[config.mk]
export PLATFORM = sky130hd
export DESIGN_NAME = hsl_to_rgb_converter
export DESIGN_NICKNAME = d
export VERILOG_FILES = /design/src/hsl2rgb_pkg.sv /design/src/hsl2rgb_hue_wedge.sv /design/src/hsl2rgb_chan.sv /design/src/hsl_to_rgb_converter.sv
export VERILOG_INCLUDE_DIRS = /design/src /design/src/src
export SDC_FILE = /design/constraint.sdc
export NUM_CORES = 2
export LEC_CHECK = 0
export ABC_AREA = 1
export ABC_CLOCK_PERIOD_IN_PS = 15600
export BUFFER_PORTS_ARGS = -buffer_cell sky130_fd_sc_hd__clkbuf_2
export CAP_MARGIN = 5
export CORE_ASPECT_RATIO = 1.5
export CORE_MARGIN = 2
export CORE_UTILIZATION = 30
export CTS_CLUSTER_DIAMETER = 50
export DETAILED_ROUTE_END_ITERATION = 8
export GPL_TIMING_DRIVEN = 0
export PLACE_DENSITY = 0.44
export SLEW_MARGIN = 0
export SYNTH_ARGS = -nofsm -noshare
export SYNTH_HDL_FRONTEND = slang
export SYNTH_HIERARCHICAL = 1
export SYNTH_SLANG_ARGS = --single-unit
[constraint.sdc]
create_clock -name i_clk -period 15.6 [get_ports i_clk]
set_input_delay 1.56 -clock i_clk [delete_from_list [all_inputs] [get_ports i_clk]]
set_output_delay 1.56 -clock i_clk [all_outputs]
set_load 0.02 [all_outputs]
[src/hsl_to_rgb_converter_defines.svh]
// Assertion macros shared by the HSL to RGB converter RTL.
// Depends on nothing; files that assert include it by name.
`ifndef HSL_TO_RGB_CONVERTER_DEFINES_SVH
`define HSL_TO_RGB_CONVERTER_DEFINES_SVH

`ifndef ASSERT_OFF

// Check an implication on every clock outside reset.
`define ASSERT_IMPL(label, ante, cons, msg) \
    label: assert property (@(posedge i_clk) disable iff (!i_rst_n) (ante) |-> (cons)) \
        else $error(msg);

// Check a consequence on the clock after its cause, outside reset.
`define ASSERT_NEXT(label, ante, cons, msg) \
    label: assert property (@(posedge i_clk) disable iff (!i_rst_n) (ante) |=> (cons)) \
        else $error(msg);

// Check a consequence on the following clock, reset included.
`define ASSERT_ALWAYS_NEXT(label, ante, cons, msg) \
    label: assert property (@(posedge i_clk) (ante) |=> (cons)) \
        else $error(msg);

`else

`define ASSERT_IMPL(label, ante, cons, msg)
`define ASSERT_NEXT(label, ante, cons, msg)
`define ASSERT_ALWAYS_NEXT(label, ante, cons, msg)

`endif

`endif

[src/hsl2rgb_pkg.sv]
// Types and constants of the HSL to RGB converter.
// Used by every module of the block; depends on nothing.
`timescale 1ns / 1ps

package hsl2rgb_pkg;

    // One twelfth of the hue circle is SCALE units.
    localparam int SCALE      = 255;
    localparam int SCALE_SQ   = 65025;
    localparam int CIRCLE     = 3060;
    localparam int EDGE_LOW   = 765;
    localparam int EDGE_HIGH  = 2295;

    // Channel offsets in units of half a wedge.
    localparam logic [3:0] OFFSET_RED   = 4'd0;
    localparam logic [3:0] OFFSET_GREEN = 4'd8;
    localparam logic [3:0] OFFSET_BLUE  = 4'd4;

    // Register stages from input acceptance to output register.
    localparam int PIPE_DEPTH = 6;

    typedef struct packed {
        logic [7:0] hue;
        logic [7:0] saturation;
        logic [7:0] lightness;
    } t_hsl;

    typedef struct packed {
        logic [7:0] red;
        logic [7:0] green;
        logic [7:0] blue;
    } t_rgb;

    // Clamped chroma weight, -255..255.
    typedef logic signed [8:0] t_cval;

endpackage

[src/hsl2rgb_hue_wedge.sv]
// Hue wedge weight for one channel: folds hue plus offset onto the circle
// and clamps the triangle wave. Depends on hsl2rgb_pkg.
`timescale 1ns / 1ps

module hsl2rgb_hue_wedge
    import hsl2rgb_pkg::*;
(
    input  logic [7:0] i_hue,
    input  logic [3:0] i_offset,
    output t_cval      o_c
);

    logic [12:0]        sum;
    logic [11:0]        k;
    logic signed [12:0] rise;
    logic signed [12:0] fall;
    logic signed [12:0] low;

    always_comb begin
        // offset*255 + hue*12, below twice the circle for offsets up to 11
        sum = ({1'b0, i_offset, 8'd0} - {9'd0, i_offset})
            + {2'b0, i_hue, 3'd0} + {3'b0, i_hue, 2'd0};
        if (sum >= 13'(CIRCLE)) begin
            k = 12'(sum - 13'(CIRCLE));
        end else begin
            k = sum[11:0];
        end
        rise = $signed({1'b0, k}) - 13'sd765;
        fall = 13'sd2295 - $signed({1'b0, k});
        low  = (fall < rise) ? fall : rise;
        if (low > 13'sd255) begin
            o_c = 9'sd255;
        end else if (low < -13'sd255) begin
            o_c = -9'sd255;
        end else begin
            o_c = low[8:0];
        end
    end

endmodule

[src/hsl2rgb_chan.sv]
// Per-channel back end: chroma product, subtraction from the lightness term
// and exact division by 65025 over four register stages. Depends on hsl2rgb_pkg.
`timescale 1ns / 1ps

module hsl2rgb_chan
    import hsl2rgb_pkg::*;
(
    input  logic        i_clk,
    input  logic        i_en,
    input  t_cval       i_c,
    input  logic [14:0] i_sm,
    input  logic [23:0] i_lt,
    output logic [7:0]  o_value
);

    logic signed [24:0] r_p;
    logic signed [24:0] n_p;
    logic [23:0]        r_lt;
    logic [24:0]        r_num;
    logic [24:0]        n_num;
    logic [8:0]         r_q0;
    logic [17:0]        r_rem;
    logic [17:0]        n_rem;
    logic [7:0]         r_q;
    logic [7:0]         n_q;
    logic signed [24:0] sm_s;
    logic signed [24:0] c_s;
    logic signed [25:0] diff;
    logic [24:0]        q0_prod;
    logic [24:0]        rem_full;
    logic [8:0]         q_sum;

    always_comb begin
        sm_s = $signed({10'd0, i_sm});
        c_s  = $signed({{16{i_c[8]}}, i_c});
        n_p  = sm_s * c_s;

        // lightness term advances beside the product so both belong to one transaction
        diff = $signed({2'b00, r_lt}) - $signed({r_p[24], r_p});
        // clip a negative numerator to zero
        n_num = diff[25] ? 25'd0 : diff[24:0];

        // num>>16 undershoots the quotient by at most three
        q0_prod  = 25'(r_num[24:16]) * 25'(SCALE_SQ);
        rem_full = r_num - q0_prod;
        n_rem    = rem_full[17:0];

        q_sum = r_q0
              + {8'd0, (r_rem >= 18'(SCALE_SQ))}
              + {8'd0, (r_rem >= 18'(2 * SCALE_SQ))}
              + {8'd0, (r_rem >= 18'(3 * SCALE_SQ))};
        n_q = (q_sum > 9'(SCALE)) ? 8'(SCALE) : q_sum[7:0];
    end

    always_ff @(posedge i_clk) begin
        if (i_en) begin
            r_p   <= n_p;
            r_lt  <= i_lt;
            r_num <= n_num;
            r_q0  <= r_num[24:16];
            r_rem <= n_rem;
            r_q   <= n_q;
        end
    end

    assign o_value = r_q;

endmodule

[src/hsl_to_rgb_converter.sv]
// Channel     | Dir | Handshake          | Payload
// ------------+-----+--------------------+---------------------------
// input       | in  | i_valid / o_stall  | i_data (t_hsl)
// result      | out | o_valid / i_stall  | o_data (t_rgb)
//
// One transaction per clock while no held result is stalled by i_stall.
// An accepted transaction passes the six-stage pipeline (wedge clamp, S*m,
// chroma product, subtract, quotient estimate, correction) to o_valid.
// Reset is synchronous, active low, and clears the stage valid bits only.
// While the output holds a result and i_stall is high, every stage holds.
// Top level of the HSL to RGB converter; depends on hsl2rgb_pkg,
// hsl2rgb_hue_wedge, hsl2rgb_chan and the assertion macro header.
`timescale 1ns / 1ps
`include "hsl_to_rgb_converter_defines.svh"

module hsl_to_rgb_converter
    import hsl2rgb_pkg::*;
(
    input  logic i_clk,
    input  logic i_rst_n,
    input  logic i_valid,
    output logic o_stall,
    input  t_hsl i_data,
    output logic o_valid,
    input  logic i_stall,
    output t_rgb o_data
);

    logic [PIPE_DEPTH-1:0] r_vld;
    logic [PIPE_DEPTH-1:0] n_vld;
    logic                  en;

    t_cval       w_c    [3];
    t_cval       r1_c   [3];
    logic [6:0]  r1_m;
    logic [6:0]  n1_m;
    logic [7:0]  r1_s;
    logic [7:0]  r1_l;
    t_cval       r2_c   [3];
    logic [14:0] r2_sm;
    logic [23:0] r2_lt;
    logic [7:0]  chan_q [3];

    assign en      = !(r_vld[PIPE_DEPTH-1] && i_stall);
    assign o_stall = !en;
    assign o_valid = r_vld[PIPE_DEPTH-1];

    assign n_vld = {r_vld[PIPE_DEPTH-2:0], i_valid};

    always_ff @(posedge i_clk) begin
        if (!i_rst_n) begin
            r_vld <= '0;
        end else if (en) begin
            r_vld <= n_vld;
        end
    end

    hsl2rgb_hue_wedge u_wedge_red (
        .i_hue    (i_data.hue),
        .i_offset (OFFSET_RED),
        .o_c      (w_c[0])
    );

    hsl2rgb_hue_wedge u_wedge_green (
        .i_hue    (i_data.hue),
        .i_offset (OFFSET_GREEN),
        .o_c      (w_c[1])
    );

    hsl2rgb_hue_wedge u_wedge_blue (
        .i_hue    (i_data.hue),
        .i_offset (OFFSET_BLUE),
        .o_c      (w_c[2])
    );

    // distance of lightness from the nearer end
    assign n1_m = i_data.lightness[7] ? 7'(8'(SCALE) - i_data.lightness)
                                      : i_data.lightness[6:0];

    always_ff @(posedge i_clk) begin
        if (en) begin
            r1_c  <= w_c;
            r1_m  <= n1_m;
            r1_s  <= i_data.saturation;
            r1_l  <= i_data.lightness;
            r2_c  <= r1_c;
            r2_sm <= 15'(r1_s) * 15'(r1_m);
            r2_lt <= 24'(r1_l) * 24'(SCALE_SQ);
        end
    end

    for (genvar g = 0; g < 3; g++) begin : g_chan
        hsl2rgb_chan u_chan (
            .i_clk   (i_clk),
            .i_en    (en),
            .i_c     (r2_c[g]),
            .i_sm    (r2_sm),
            .i_lt    (r2_lt),
            .o_value (chan_q[g])
        );
    end

    assign o_data.red   = chan_q[0];
    assign o_data.green = chan_q[1];
    assign o_data.blue  = chan_q[2];

    `ASSERT_IMPL(a_stall_when_held, o_valid && i_stall, o_stall, "pipeline not held on output stall")
    `ASSERT_NEXT(a_accept_enters, i_valid && !o_stall, r_vld[0], "accepted transaction lost at entry")
    `ASSERT_NEXT(a_hold_keeps_valid, r_vld[PIPE_DEPTH-1] && i_stall, o_valid, "held result dropped")
    `ASSERT_ALWAYS_NEXT(a_reset_clears, !i_rst_n, !o_valid, "output valid after reset")

endmodule
==> flow_summary.json <==
{
  "status": "finished clean",
  "fin_crit_sh": 0.421,
  "final_cell_mix": "1,926 x nand2_1, 1,587 x inv_1, 580 x ha_1",
  "async_reset_ff_frac": 0,
  "route.met2.wl_mm": 70.5,
  "ys_warn_count": 6,
  "initial_core_util": 0.302,
  "slew_violations": 0,
  "cp-start-kind": "input pin",
  "io_buffers": 53,
  "postCtsSetupBuffers": 0,
  "insertion_delay_ns": 0.67,
  "ys_types": 50,
  "relSlewSlack": 0.556,
  "setup_ws_ns": 9.03,
  "hold_path_class": "reg2reg",
  "ant_nets": 0,
  "worst_ep_arrival_time_ns": 7.10,
  "endpoint_kind": "flip-flop",
  "wl_mm": 129,
  "yosysSeqAreaShare": 0.255,
  "cpMostUsedCell": "nand2_1",
  "synth.avg_cell_area_um2": 7.77,
  "io_pins": 54,
  "core_area_um2": 173000,
  "topRoutingLayerUsed": "met4",
  "cts_tree": "built",
  "cap_violations": 0,
  "cts_root_buf": "clkbuf_16",
  "antenna_found_initial": 3,
  "critical-path-max-stage-delay_ns": 0.54,
  "regArea_um2": 13400,
  "cts_sinks": 447,
  "hold_buffers": 0,
  "viasPerCell": 4.34,
  "layout-drive-gt1-share": 0.0745,
  "met1_length_mm": 49.8,
  "post-dp-hpwl_mm": 112,
  "synth_edf_count": 441,
  "grt.overflow.total": 0,
  "synth_top_area_frac": 0.253,
  "area_growth_pct": 10.5,
  "layout_commonest_cell": "nand2_1",
  "finalClockSkew_ns": 0.0218,
  "cts.clk_slew.worst_paths_ns": 0.06,
  "worstMarginPinSlew_ns": 0.667,
  "ys_ff_latch": 447,
  "grt_pass1_vias": 41717,
  "yosys-top-cells-area": "edfxtp_1 25%, fa_1 15%, ha_1 14%",
  "cts-htree-levels": 2,
  "dr.pass1.iters": 7,
  "die_w_um": 345,
  "nFillCells": 18527,
  "drt_iter0_drc": 1464,
  "cp.required_ns": 16.13,
  "worstPathMaxFanout": 10,
  "synth_area_um2": 52400,
  "grt.total_usage": 0.148,
  "clockBufferDepth": 3,
  "synth_ff_type": "edfxtp_1",
  "grt_start_max_net_pins": 73,
  "setup_viol": 0,
  "crit_type": "in2reg",
  "fp.dieH_um": 516,
  "max_freq_mhz": 152,
  "std_cell_rows": 187,
  "wire_per_inst_um": 14.0,
  "synth_cells": 6742,
  "place_congestion": 0.879,
  "period_needed_ns": 6.57,
  "yosysTopAreaCell": "edfxtp_1",
  "cts_inserted_buffers": 61,
  "critPathSlowestCell": "fa_1",
  "die_area_um2": 178000,
  "rsz0062_at_grt": "false",
  "multi_input_area_um2": 32500,
  "wl_met3_mm": 2.52,
  "num_vias": 40009,
  "cts.repair.resized": 0,
  "hold_viol": 0,
  "drc": 0,
  "nNetsFinal": 7902,
  "grt_pass1_wl_mm": 213,
  "pre_cts_slack_ns": 8.25
}
-- sequential cells by signal, indices dropped and copies added (netlist names) --
signal                 cells
r2_lt                     22
r1_s                       8
r2_c                      27
g_chan.u_chan/r_q0        27
r1_l                       8
r_vld                      6
g_chan.u_chan/o_value     24
g_chan.u_chan/r_num       75
r1_c                      27
g_chan.u_chan/r_p         75
r2_sm                     15
g_chan.u_chan/r_rem       54
g_chan.u_chan/r_lt        72
r1_m                       7
-- per-stage QoR --
| step | utilization | hold WS [ns] | cell area, µm² | instances | TNS (ns) |
|---|---|---|---|---|---|
| after global routing | 0.334 | 0.426 | 57900 | 9221 | 0 |
| after detailed placement | 0.322 | 0.405 | 55800 | 9106 | 0 |
| after floorplan | - | 0.400 | 52500 | 6779 | 0 |
| after CTS | 0.334 | 0.421 | 57900 | 9220 | 0 |
| after global placement | 0.321 | 0.402 | 55600 | 9100 | -472.64 |
| final | 0.334 | 0.418 | 57900 | 9221 | 0 |
-- path summary, 6_finish.rpt --
kind / from / to / slack [ns] / depth (start not counted)
setup / recovery: i_data[16] / r1_c[1] / 9.03 / 36
hold reg to reg: r1_c[11] / r2_c[11] / 0.42 / 0
hold / removal: r1_c[11] / r2_c[11] / 0.42 / 0
setup reg to reg: r2_c[26] / g_chan[0].u_chan/r_p[22] / 9.94 / 18
-- critical path: cells and delay by family --
family / cells / cell delay, ns
AOI/OAI and AO/OA: 3 / 0.78
adders and majority gates: 5 / 1.68
buffers and inverters: 6 / 0.69
and+or+nand+nor: 22 / 2.34
-- synthesized netlist by cell type, types with 21 or more instances --
library cell / n
nand2_1: 1927
inv_1: 1587
ha_1: 580
edfxtp_1: 441
fa_1: 393
nor2_1: 333
nand3_1: 330
xor2_1: 192
a21oi_1: 187
nand2_2: 130
o21ai_0: 93
clkbuf_1: 80
nand4_1: 77
inv_2: 48
nand3_2: 41
xnor2_1: 35
nor3_1: 30
nor2_2: 28
nand2_4: 21
nand3b_1: 21
-- layer usage --
layer / vias to the layer above / global-route usage
met4: 0 / 0.0640
met3: 223 / 0.0133
li1: 20936 / -
met1: 18420 / 0.155
met5: - / 0
met2: 430 / 0.297
-- cells by family after synthesis --
group | share of synthesized area
DFF | 0.255
buffers and inverters | 0.128
other | 0.000143
xor gates and xnor gates | 0.0389
and+or+nand+nor | 0.250
AOI/OAI and AO/OA | 0.0396
adders and majority gates | 0.289
-- final cells by class --
class | instances | area share
well taps | 2268 | 0.0490
diodes | 1 | 0.0000432
plain buffers | 101 | 0.00982
flip-flops and latches | 447 | 0.231
multi-input cells | 4596 | 0.561
repair buffers | 59 | 0.00744
inverters | 1635 | 0.106
clock buffers | 66 | 0.0271
clock inverters | 48 | 0.00873
Power is left out: the tool's default activity adds up to more than one toggle a clock period on the data nets, which glitch-free logic cannot reach.
